File: config.mk
export PLATFORM = sky130hd
export DESIGN_NAME = sequenced_update_gate
export DESIGN_NICKNAME = d
export VERILOG_FILES = /design/src/sug_pkg.sv /design/src/sequenced_update_gate.sv /design/src/sug_table.sv /design/src/sug_check.sv
export SDC_FILE = /design/constraint.sdc
export NUM_CORES = 2
export LEC_CHECK = 0
export BUFFER_PORTS_ARGS = -buffer_cell sky130_fd_sc_hd__buf_4
export CAP_MARGIN = 5
export CORE_AREA = 10 10 431 433
export DETAILED_ROUTE_END_ITERATION = 10
export DIE_AREA = 0 0 441 443
export HOLD_SLACK_MARGIN = 0.12
export MAX_ROUTING_LAYER = met4
export SLEW_MARGIN = 40
export SYNTH_ARGS = -nofsm -noshare
export SYNTH_HDL_FRONTEND = slang
export SYNTH_HIERARCHICAL = 1
export SYNTH_SLANG_ARGS = --single-unit
File: constraint.sdc
create_clock -name clk -period 14 [get_ports clk]
set_input_delay 0.7 -clock clk [delete_from_list [all_inputs] [get_ports clk]]
set_output_delay 0.7 -clock clk [all_outputs]
set_load 0.01 [all_outputs]
File: src/sug_pkg.sv
// Package for the sequenced update gate: operation and outcome codes,
// the table update command and the result word layout.
// No dependencies.
package sug_pkg;

	localparam int TOTAL_W = 32;

	typedef enum logic {
		OP_UPDATE = 1'b0,
		OP_CLEAR  = 1'b1
	} op_t;

	typedef enum logic [2:0] {
		OUT_ACCEPTED    = 3'd0,
		OUT_UNSUPPORTED = 3'd1,
		OUT_INVALID     = 3'd2,
		OUT_OLDER_TIME  = 3'd3,
		OUT_STALE_SEQ   = 3'd4,
		OUT_CLEARED     = 3'd5
	} outcome_t;

	// Write strobes from the gate logic to the table.
	typedef struct packed {
		logic clear;
		logic store;
		logic count_wr;
	} upd_t;

	typedef struct packed {
		logic               accepted;
		outcome_t           outcome;
		logic [63:0]        entry_version;
		logic [TOTAL_W-1:0] accepted_total;
		logic [TOTAL_W-1:0] rejected_total;
		logic [TOTAL_W-1:0] out_of_order_total;
		logic [63:0]        held_value;
		logic [63:0]        held_time;
	} result_t;

endpackage

File: src/sequenced_update_gate.sv
// Sequenced update gate: per-symbol table of the latest accepted update
// with order checks and saturating counters. Depends on sug_pkg,
// sug_check and sug_table.
//
// Usage:
//   Drive an update or clear word on the input ports with start high; it
//   is taken at the rising edge where start is high and busy is low. busy
//   stays low, so a word may be presented every cycle.
//   The word is registered, classified against its table entry in the
//   next cycle while the table is written, and its result is registered.
//   done is registered from the valid bit of the input register and is
//   high for exactly one cycle with the result fields; the result is taken
//   at the edge that ends that cycle. Throughput is one word per cycle:
//   the table entry is read and written within the single gate stage, so
//   each word sees the effect of the word before it.
//   The receiver cannot stall; each result must be taken in its cycle.
//   Reset clears the table, the counters, the global version and any
//   word in flight.
module sequenced_update_gate import sug_pkg::*; #(
	parameter int NUM_SYMBOLS = 2,
	parameter int COUNT_WIDTH = 32
) (
	input  logic               clk,
	input  logic               arst_n,
	input  logic               start,
	output logic               busy,
	input  logic               operation,
	input  logic [1:0]         symbol_code,
	input  logic signed [63:0] factor_value,
	input  logic [63:0]        event_time,
	input  logic [63:0]        receive_time,
	input  logic [63:0]        seq_number,
	output logic               done,
	output logic               accepted,
	output logic [2:0]         outcome,
	output logic [63:0]        entry_version,
	output logic [31:0]        accepted_total,
	output logic [31:0]        rejected_total,
	output logic [31:0]        out_of_order_total,
	output logic signed [63:0] held_value,
	output logic [63:0]        held_time
);

	localparam int IDX_W = (NUM_SYMBOLS > 1) ? $clog2(NUM_SYMBOLS) : 1;

	logic                   valid_s1;
	logic                   op_s1;
	logic [1:0]             code_s1;
	logic [63:0]            value_s1;
	logic [63:0]            time_s1;
	logic [63:0]            receive_s1;
	logic [63:0]            seq_s1;

	logic                   done_s2;
	result_t                res_s2;

	logic [IDX_W-1:0]       rd_idx;
	logic [63:0]            rd_value;
	logic [63:0]            rd_time;
	logic [63:0]            rd_seq;
	logic [COUNT_WIDTH-1:0] rd_acc;
	logic [COUNT_WIDTH-1:0] rd_rej;
	logic [COUNT_WIDTH-1:0] rd_ord;
	logic [63:0]            gver;
	upd_t                   upd;
	logic [63:0]            wr_version;
	logic [COUNT_WIDTH-1:0] wr_acc;
	logic [COUNT_WIDTH-1:0] wr_rej;
	logic [COUNT_WIDTH-1:0] wr_ord;
	result_t                res;
	logic                   take;

	assign busy = 1'b0;
	assign take = start && !busy;

	always_ff @(posedge clk or negedge arst_n) begin
		if (!arst_n) begin
			valid_s1 <= 1'b0;
		end else begin
			valid_s1 <= take;
		end
	end

	always_ff @(posedge clk) begin
		if (take) begin
			op_s1      <= operation;
			code_s1    <= symbol_code;
			value_s1   <= factor_value;
			time_s1    <= event_time;
			receive_s1 <= receive_time;
			seq_s1     <= seq_number;
		end
	end

	sug_check #(
		.NUM_SYMBOLS(NUM_SYMBOLS),
		.COUNT_WIDTH(COUNT_WIDTH),
		.IDX_W      (IDX_W)
	) u_check (
		.valid         (valid_s1),
		.operation     (op_s1),
		.symbol_code   (code_s1),
		.factor_value  (value_s1),
		.event_time    (time_s1),
		.receive_time  (receive_s1),
		.seq_number    (seq_s1),
		.rd_idx        (rd_idx),
		.rd_value      (rd_value),
		.rd_time       (rd_time),
		.rd_seq        (rd_seq),
		.rd_acc        (rd_acc),
		.rd_rej        (rd_rej),
		.rd_ord        (rd_ord),
		.global_version(gver),
		.upd           (upd),
		.wr_version    (wr_version),
		.wr_acc        (wr_acc),
		.wr_rej        (wr_rej),
		.wr_ord        (wr_ord),
		.res           (res)
	);

	sug_table #(
		.NUM_SYMBOLS(NUM_SYMBOLS),
		.COUNT_WIDTH(COUNT_WIDTH),
		.IDX_W      (IDX_W)
	) u_table (
		.clk           (clk),
		.arst_n        (arst_n),
		.rd_idx        (rd_idx),
		.rd_value      (rd_value),
		.rd_time       (rd_time),
		.rd_seq        (rd_seq),
		.rd_acc        (rd_acc),
		.rd_rej        (rd_rej),
		.rd_ord        (rd_ord),
		.global_version(gver),
		.upd           (upd),
		.wr_idx        (rd_idx),
		.wr_value      (value_s1),
		.wr_time       (time_s1),
		.wr_receive    (receive_s1),
		.wr_seq        (seq_s1),
		.wr_version    (wr_version),
		.wr_acc        (wr_acc),
		.wr_rej        (wr_rej),
		.wr_ord        (wr_ord)
	);

	always_ff @(posedge clk or negedge arst_n) begin
		if (!arst_n) begin
			done_s2 <= 1'b0;
		end else begin
			done_s2 <= valid_s1;
		end
	end

	always_ff @(posedge clk) begin
		if (valid_s1) begin
			res_s2 <= res;
		end
	end

	assign done               = done_s2;
	assign accepted           = res_s2.accepted;
	assign outcome            = res_s2.outcome;
	assign entry_version      = res_s2.entry_version;
	assign accepted_total     = res_s2.accepted_total;
	assign rejected_total     = res_s2.rejected_total;
	assign out_of_order_total = res_s2.out_of_order_total;
	assign held_value         = res_s2.held_value;
	assign held_time          = res_s2.held_time;

endmodule

File: src/sug_table.sv
// Per-symbol entry table and global version register of the update gate.
// Depends on sug_pkg for the update command struct.
module sug_table import sug_pkg::*; #(
	parameter int NUM_SYMBOLS = 2,
	parameter int COUNT_WIDTH = 32,
	parameter int IDX_W       = 1
) (
	input  logic                   clk,
	input  logic                   arst_n,
	input  logic [IDX_W-1:0]       rd_idx,
	output logic [63:0]            rd_value,
	output logic [63:0]            rd_time,
	output logic [63:0]            rd_seq,
	output logic [COUNT_WIDTH-1:0] rd_acc,
	output logic [COUNT_WIDTH-1:0] rd_rej,
	output logic [COUNT_WIDTH-1:0] rd_ord,
	output logic [63:0]            global_version,
	input  upd_t                   upd,
	input  logic [IDX_W-1:0]       wr_idx,
	input  logic [63:0]            wr_value,
	input  logic [63:0]            wr_time,
	input  logic [63:0]            wr_receive,
	input  logic [63:0]            wr_seq,
	input  logic [63:0]            wr_version,
	input  logic [COUNT_WIDTH-1:0] wr_acc,
	input  logic [COUNT_WIDTH-1:0] wr_rej,
	input  logic [COUNT_WIDTH-1:0] wr_ord
);

	logic [63:0]            value_q   [NUM_SYMBOLS];
	logic [63:0]            time_q    [NUM_SYMBOLS];
	logic [63:0]            receive_q [NUM_SYMBOLS];
	logic [63:0]            seq_q     [NUM_SYMBOLS];
	logic [63:0]            version_q [NUM_SYMBOLS];
	logic [COUNT_WIDTH-1:0] acc_q     [NUM_SYMBOLS];
	logic [COUNT_WIDTH-1:0] rej_q     [NUM_SYMBOLS];
	logic [COUNT_WIDTH-1:0] ord_q     [NUM_SYMBOLS];
	logic [63:0]            gver_q;
	logic                   rd_ok;

	assign rd_ok = {1'b0, rd_idx} < (IDX_W+1)'(NUM_SYMBOLS);

	always_comb begin
		rd_value = '0;
		rd_time  = '0;
		rd_seq   = '0;
		rd_acc   = '0;
		rd_rej   = '0;
		rd_ord   = '0;
		if (rd_ok) begin
			rd_value = value_q[rd_idx];
			rd_time  = time_q[rd_idx];
			rd_seq   = seq_q[rd_idx];
			rd_acc   = acc_q[rd_idx];
			rd_rej   = rej_q[rd_idx];
			rd_ord   = ord_q[rd_idx];
		end
	end

	assign global_version = gver_q;

	always_ff @(posedge clk or negedge arst_n) begin
		if (!arst_n) begin
			gver_q <= '0;
			for (int i = 0; i < NUM_SYMBOLS; i++) begin
				value_q[i]   <= '0;
				time_q[i]    <= '0;
				receive_q[i] <= '0;
				seq_q[i]     <= '0;
				version_q[i] <= '0;
				acc_q[i]     <= '0;
				rej_q[i]     <= '0;
				ord_q[i]     <= '0;
			end
		end else if (upd.clear) begin
			gver_q <= wr_version;
			for (int i = 0; i < NUM_SYMBOLS; i++) begin
				value_q[i]   <= '0;
				time_q[i]    <= '0;
				receive_q[i] <= '0;
				seq_q[i]     <= '0;
				version_q[i] <= '0;
				acc_q[i]     <= '0;
				rej_q[i]     <= '0;
				ord_q[i]     <= '0;
			end
		end else begin
			if (upd.store) begin
				gver_q             <= wr_version;
				value_q[wr_idx]    <= wr_value;
				time_q[wr_idx]     <= wr_time;
				receive_q[wr_idx]  <= wr_receive;
				seq_q[wr_idx]      <= wr_seq;
				version_q[wr_idx]  <= wr_version;
			end
			if (upd.count_wr) begin
				acc_q[wr_idx] <= wr_acc;
				rej_q[wr_idx] <= wr_rej;
				ord_q[wr_idx] <= wr_ord;
			end
		end
	end

endmodule

File: src/sug_check.sv
// Gate logic of the update gate: classifies one word against its table
// entry and builds the table writes and the result. Depends on sug_pkg.
module sug_check import sug_pkg::*; #(
	parameter int NUM_SYMBOLS = 2,
	parameter int COUNT_WIDTH = 32,
	parameter int IDX_W       = 1
) (
	input  logic                   valid,
	input  logic                   operation,
	input  logic [1:0]             symbol_code,
	input  logic [63:0]            factor_value,
	input  logic [63:0]            event_time,
	input  logic [63:0]            receive_time,
	input  logic [63:0]            seq_number,
	output logic [IDX_W-1:0]       rd_idx,
	input  logic [63:0]            rd_value,
	input  logic [63:0]            rd_time,
	input  logic [63:0]            rd_seq,
	input  logic [COUNT_WIDTH-1:0] rd_acc,
	input  logic [COUNT_WIDTH-1:0] rd_rej,
	input  logic [COUNT_WIDTH-1:0] rd_ord,
	input  logic [63:0]            global_version,
	output upd_t                   upd,
	output logic [63:0]            wr_version,
	output logic [COUNT_WIDTH-1:0] wr_acc,
	output logic [COUNT_WIDTH-1:0] wr_rej,
	output logic [COUNT_WIDTH-1:0] wr_ord,
	output result_t                res
);

	function automatic logic [COUNT_WIDTH-1:0] sat_inc(input logic [COUNT_WIDTH-1:0] c);
		return (&c) ? c : c + COUNT_WIDTH'(1);
	endfunction

	function automatic logic [TOTAL_W-1:0] to_total(input logic [COUNT_WIDTH-1:0] c);
		logic [63:0] w;
		w = 64'(c);
		return w[TOTAL_W-1:0];
	endfunction

	logic [4:0]  code_ext;
	logic        supported;
	logic        invalid;
	logic        has_entry;
	logic        older;
	logic        stale;
	logic [63:0] version_inc;

	assign code_ext    = 5'(symbol_code);
	assign supported   = code_ext < 5'(NUM_SYMBOLS);
	assign rd_idx      = code_ext[IDX_W-1:0];
	assign invalid     = factor_value[63] || (factor_value == '0) ||
	                     (event_time == '0) || (receive_time == '0);
	assign has_entry   = rd_time != '0;
	assign older       = has_entry && (event_time < rd_time);
	assign stale       = has_entry && (seq_number != '0) && (rd_seq != '0) &&
	                     (seq_number <= rd_seq);
	assign version_inc = global_version + 64'd1;
	assign wr_version  = version_inc;

	always_comb begin
		upd    = '0;
		wr_acc = rd_acc;
		wr_rej = rd_rej;
		wr_ord = rd_ord;

		res                    = '0;
		res.outcome            = OUT_ACCEPTED;
		res.entry_version      = global_version;
		res.accepted_total     = to_total(rd_acc);
		res.rejected_total     = to_total(rd_rej);
		res.out_of_order_total = to_total(rd_ord);
		res.held_value         = rd_value;
		res.held_time          = rd_time;

		if (operation == OP_CLEAR) begin
			upd.clear              = valid;
			res.outcome            = OUT_CLEARED;
			res.entry_version      = version_inc;
			res.accepted_total     = '0;
			res.rejected_total     = '0;
			res.out_of_order_total = '0;
			res.held_value         = '0;
			res.held_time          = '0;
		end else if (!supported) begin
			res.outcome            = OUT_UNSUPPORTED;
			res.accepted_total     = '0;
			res.rejected_total     = '0;
			res.out_of_order_total = '0;
			res.held_value         = '0;
			res.held_time          = '0;
		end else if (invalid) begin
			upd.count_wr       = valid;
			wr_rej             = sat_inc(rd_rej);
			res.outcome        = OUT_INVALID;
			res.rejected_total = to_total(wr_rej);
		end else if (older || stale) begin
			upd.count_wr           = valid;
			wr_rej                 = sat_inc(rd_rej);
			wr_ord                 = sat_inc(rd_ord);
			res.outcome            = older ? OUT_OLDER_TIME : OUT_STALE_SEQ;
			res.rejected_total     = to_total(wr_rej);
			res.out_of_order_total = to_total(wr_ord);
		end else begin
			upd.store          = valid;
			upd.count_wr       = valid;
			wr_acc             = sat_inc(rd_acc);
			res.accepted       = 1'b1;
			res.entry_version  = version_inc;
			res.accepted_total = to_total(wr_acc);
			res.held_value     = factor_value;
			res.held_time      = event_time;
		end
	end

endmodule

; Word-level counts from Yosys, hierarchy flattened
; Cells that the tools add are included.
[word_totals]
reg_bits = 1193
inputBits = 262
output_inout_bits = 294
elab_cells = 139
[op_classes]
add_sub_neg = 4
order_cmp = 5
mux = 76
bitwise = 2
n_reduce_logical = 22
[op_table]
columns = op, count
row1 = $mux 64, 20
row2 = $mux 128, 7
row3 = $mux 32, 26
row4 = $bwmux 128, 3
row5 = $mux 288, 1
row6 = $mux 224, 1
row7 = $bwmux 64, 3
row8 = $logic_not 64->1, 3
row9 = $mux 96, 2
row10 = $reduce_bool 64->1, 3
row11 = $mux 160, 1
row12 = $add 32x1->32 const B, 3
row13 = $reduce_and 32->1, 3
row14 = $add 64x1->64 const B, 1
row15 = $demux 64 s1, 1
row16 = $le 64x64->1, 1
row17 = $lt 64x64->1, 1
row18 = $demux 32 s1, 1
row19 = $mux 3, 4
row20 = $logic_and 1x1->1, 5
row21 = $logic_or 1x1->1, 4
row22 = $mux 1, 4
row23 = $mux 2, 2
row24 = $reduce_bool 2->1, 2
row25 = other kinds (7), 7

; Depth between registers and ports, before layout
[depth]
depth_word = 16
ltp_mapped = 23
mapped_depth_nobuf = 14

; Cells and area by module
; Netlist, hierarchy kept.
[modules_own_cells]
columns = module, n_inst, cells_per_inst, area_each_um2
row1 = sug_table, 1, 2639, 32239.7
row2 = sequenced_update_gate, 1, 555, 16607.2
row3 = sug_check, 1, 2096, 12794.8

; Worst setup path after synthesis
; OpenSTA, ideal clock, no wires.
[synth_path]
kind = register to register
from = reg valid_s1
to = reg u_table/seq_q[100] in the netlist's numbering
arrival_ns = 7.928
required_ns = 13.921
path_slack_ns = 5.993
path_stages_with_launch = 8
n_path_buf = 4
period_less_slack_ns = 8.007
cell_sequence = dfrtp_1 and3_1 buf_2 nor2b_1 buf_4 buf_6 buf_6 mux2i_1
[synth_lines]
columns = item, line_no
row1 = from (decl), sequenced_update_gate.sv:46  ; logic valid_s1;
row2 = from (signal assigned), sequenced_update_gate.sv:80  ; valid_s1 <= take;
row3 = "to (signal, indexed assignment)", sug_table.sv:93  ; seq_q[wr_idx] <= wr_seq;
row4 = to (decl), sug_table.sv:33  ; logic [63:0] seq_q [NUM_SYMBOLS];

==> results.yml <==
floorplanning:
  coreArea_mm2: 0.177
  rows: 155
  start_util_pct: 34.8
  die_x_um: 441
  die_h_um: 443
  ioPinCount: 556
  dieArea_mm2: 0.195
clock_tree:
  cts_buffers: 139
  clock-root-buffer: "clkbuf_16"
  tritoncts: "done"
  clk_path_buf_depth: 3
  insertion_delay_ns: 0.82
  htreeDepth: 4
  clkTransAtPathRegs_ns: 0.06
  ctsResizeCount: 0
  cts.sinks: 1193
placed_design:
  port_buffers: 554
  dp_slack_ns: 6.83
  gp_congestion: 0.854
  place_hpwl_um: 119000
detailed_routing:
  highest_layer: "met4"
  drc: 0
  wl_per_cell_um: 21.3
  routed_via_density: 5.07
  wl_met3_um: 7890
  vias: 42900
  drt_wl_total_um: 180000
  drt-pass1-iter-count: 8
  drt-met1-wl_um: 77200
  first_iter_violations: 2587
  route.antenna.remaining_nets: 0
  dr_wl_met2_um: 90200
timing:
  period_minus_slack_ns: 7.08
  fin_crit_sh_pct: 50.6
  layout_setup_ws_ns: 6.92
  finalSetupViolations: 0
  hold_violations: 0
  grt_setup_unrepaired: "no"
  drv_slew: 0
  fin_worst_skew_ns: 0.0525
  max_slew_margin_pct: 37.1
  fmax_mhz: 141
  hold_slack_ns: 0.356
  fin_tns_setup_ns: 0
  worst_pin_slew_ns: 0.935
grt:
  grt_max_degree: 206
  grt_overflow: 0
  grt_pass1_wl_um: 277000
  grt_pass1_vias: 44600
  antenna_found_initial: 7
  track_usage_pct: 18.5
logic_synthesis:
  async_flop_share_pct: 53.8
  ys_ff_latch: 1193
  syn_inst: 5290
  yosysWarnings: 6
  synth_top_flop_cell: "dfrtp_1"
  netlist-cell-type-count: 75
  syn-num-nets: 5683
  yosysSeqAreaShare_pct: 52.9
  syn-cell-area_mm2: 0.0616
  synth_edf_count: 551
  post_synth.cell_area_avg_um2: 11.7
pwr:
  finalPower_uw: 9080
  clockPowerShare_pct: 40.7
  comb_power_share_pct: 14.6
  pwr_density_cell_mw_per_mm2: 120
  ir_drop_mv: 0.116
  p_switching_uw: 2570
  p_int_uw: 6510
  p_leak_uw: 0.0317
  power_frac_seq_pct: 44.6
  p_sw_share_pct: 28.3
finish:
  drive_gt1_share_pct: 20.7
  layout_commonest_cell: "nand2b_1"
  nets: 6373
  mostFrequentLayoutCells: "872 x nand2b_1, 641 x dfrtp_1, 585 x buf_4"
  area.growth.synth_to_final_pct: 22.4
setup_path:
  cp-end-kind: "register"
  start_kind: "register"
  crit_fanout: 62
  cp.arrival_ns: 7.72
  critical_path_class: "register to register"
  cp_data_required_time_ns: 14.65
flow_run:
  maxCapViolCount: 0
min_path:
  hold_path.class: "primary input to async pin"
run_status:
  status: "completed"
[worst max-delay path, stage by stage, from the launching register on]
cell	delay, ns
edfxtp_1	0.70
buf_6	0.26
buf_6	0.52
mux2_2	0.30
inv_1	0.04
ha_1	0.29
nand4_1	0.13
or4_1	0.60
a21o_1	0.18
a311oi_1	0.26
a21oi_1	0.08
a21oi_2	0.49
o21a_4	0.69
and3_1	0.44
nand2_4	0.38
buf_4	0.49
buf_12	0.32
buf_16	0.26
mux2i_1	0.21
[Yosys cell counts, drive strengths merged, types with 7 or more instances]
library cell	count	area share, %
a21o	20	0.24
mux2	355	6.5
xnor2	124	1.8
a21oi	235	1.9
and2	12	0.12
inv	137	0.83
xor2	89	1.3
and3	60	0.61
nor2	61	0.38
mux2i	581	9.4
nor3	31	0.27
or4	45	0.55
edfxtp	551	27
a31oi	9	0.091
or2	7	0.071
o31ai	46	0.56
nand3	102	0.83
a31o	10	0.14
ha	131	2.7
or3	34	0.35
and4	16	0.23
nand2b	872	8.8
dfrtp	642	26
nand2	390	2.4
o211ai	16	0.19
nand4	78	0.79
clkbuf	162	0.99
o21ai	86	0.70
buf	174	1.7
o21bai	18	0.22
nor4	138	1.6
[metrics by stage]
step	instances	instance area (um^2)	util (%)
final	8459	75400	42.6
after global routing	8458	75400	42.6
after CTS	8448	75300	42.5
after detailed placement	7929	68000	38.3
after global placement	7923	67700	38.2
after floorplan	5290	61600	-
[sequential cells by signal, summed over array words and instances (netlist names), 2 cells and up]
name                    cells
u_table/seq_q             128
u_table/time_q            128
u_table/value_q           128
entry_version              64
held_time                  64
held_value                 64
receive_s1                 64
seq_s1                     64
time_s1                    64
u_table/acc_q              64
u_table/global_version     64
u_table/ord_q              64
u_table/rej_q              64
value_s1                   64
accepted_total             32
out_of_order_total         32
rejected_total             32
outcome                     3
code_s1                     2
[cell families after synthesis]
| logic type | Yosys count | synth area share (%) |
|---|---|---|
| and+or+nand+nor | 1865 | 17.3 |
| DFF | 1193 | 52.9 |
| muxes | 936 | 15.9 |
| AOI/OAI and AO/OA | 478 | 4.64 |
| buffers and inverters | 473 | 3.53 |
| xor gates and xnor gates | 213 | 3.03 |
| adders and majority gates | 131 | 2.66 |
| other | 1 | 0.00608 |
[path summary, 6_finish.rpt]
kind	cells after the start	endpoint	slack (ns)	from
max in group asynchronous	6	u_table/rej_q[50]	11.15	arst_n
worst max-delay path	18	u_table/time_q[24]	6.92	code_s1[0]
worst min-delay path	2	u_table/time_q[113]	0.36	arst_n
min in group clk	1	receive_s1[45]	0.37	start
worst min register to register	2	u_table/value_q[112]	0.54	u_table/value_q[112]
worst max register to register	18	u_table/time_q[24]	6.92	code_s1[0]
[layout make-up]
type                       instances  area (um^2)
fill                           16400       102000
sequential                      1193        32600
multi-input combinational       3624        27000
timing repair buffer             885         7650
clock buffer                     189         3860
tap                             2355         2950
clock inverter                    70          851
inverter                         137          514
antenna                            6         15.0
[layer usage]
layer  GRT usage, %  vias up
li1               -    20200
met1           22.9    21500
met2           30.8      994
met3           3.16      256
met4           5.22        0
met5              -        -
[timing repair]
action,in CTS,in global routing
setup buffers,0,0
endpoints found under the hold margin,349,0
setup endpoints to repair,0,0
hold buffers,260,0
[power groups by stage]
stage	Combinational [uW]	Sequential, uW	Clock, uW
4_1_cts	1340	4050	3810
2_1_floorplan	733	4090	0
3_5_place_dp	1280	4120	0
6_report	1330	4050	3700
5_1_grt	1450	4070	3960
3_3_place_gp	1250	4120	0
Power figures use the tool's default switching activity.
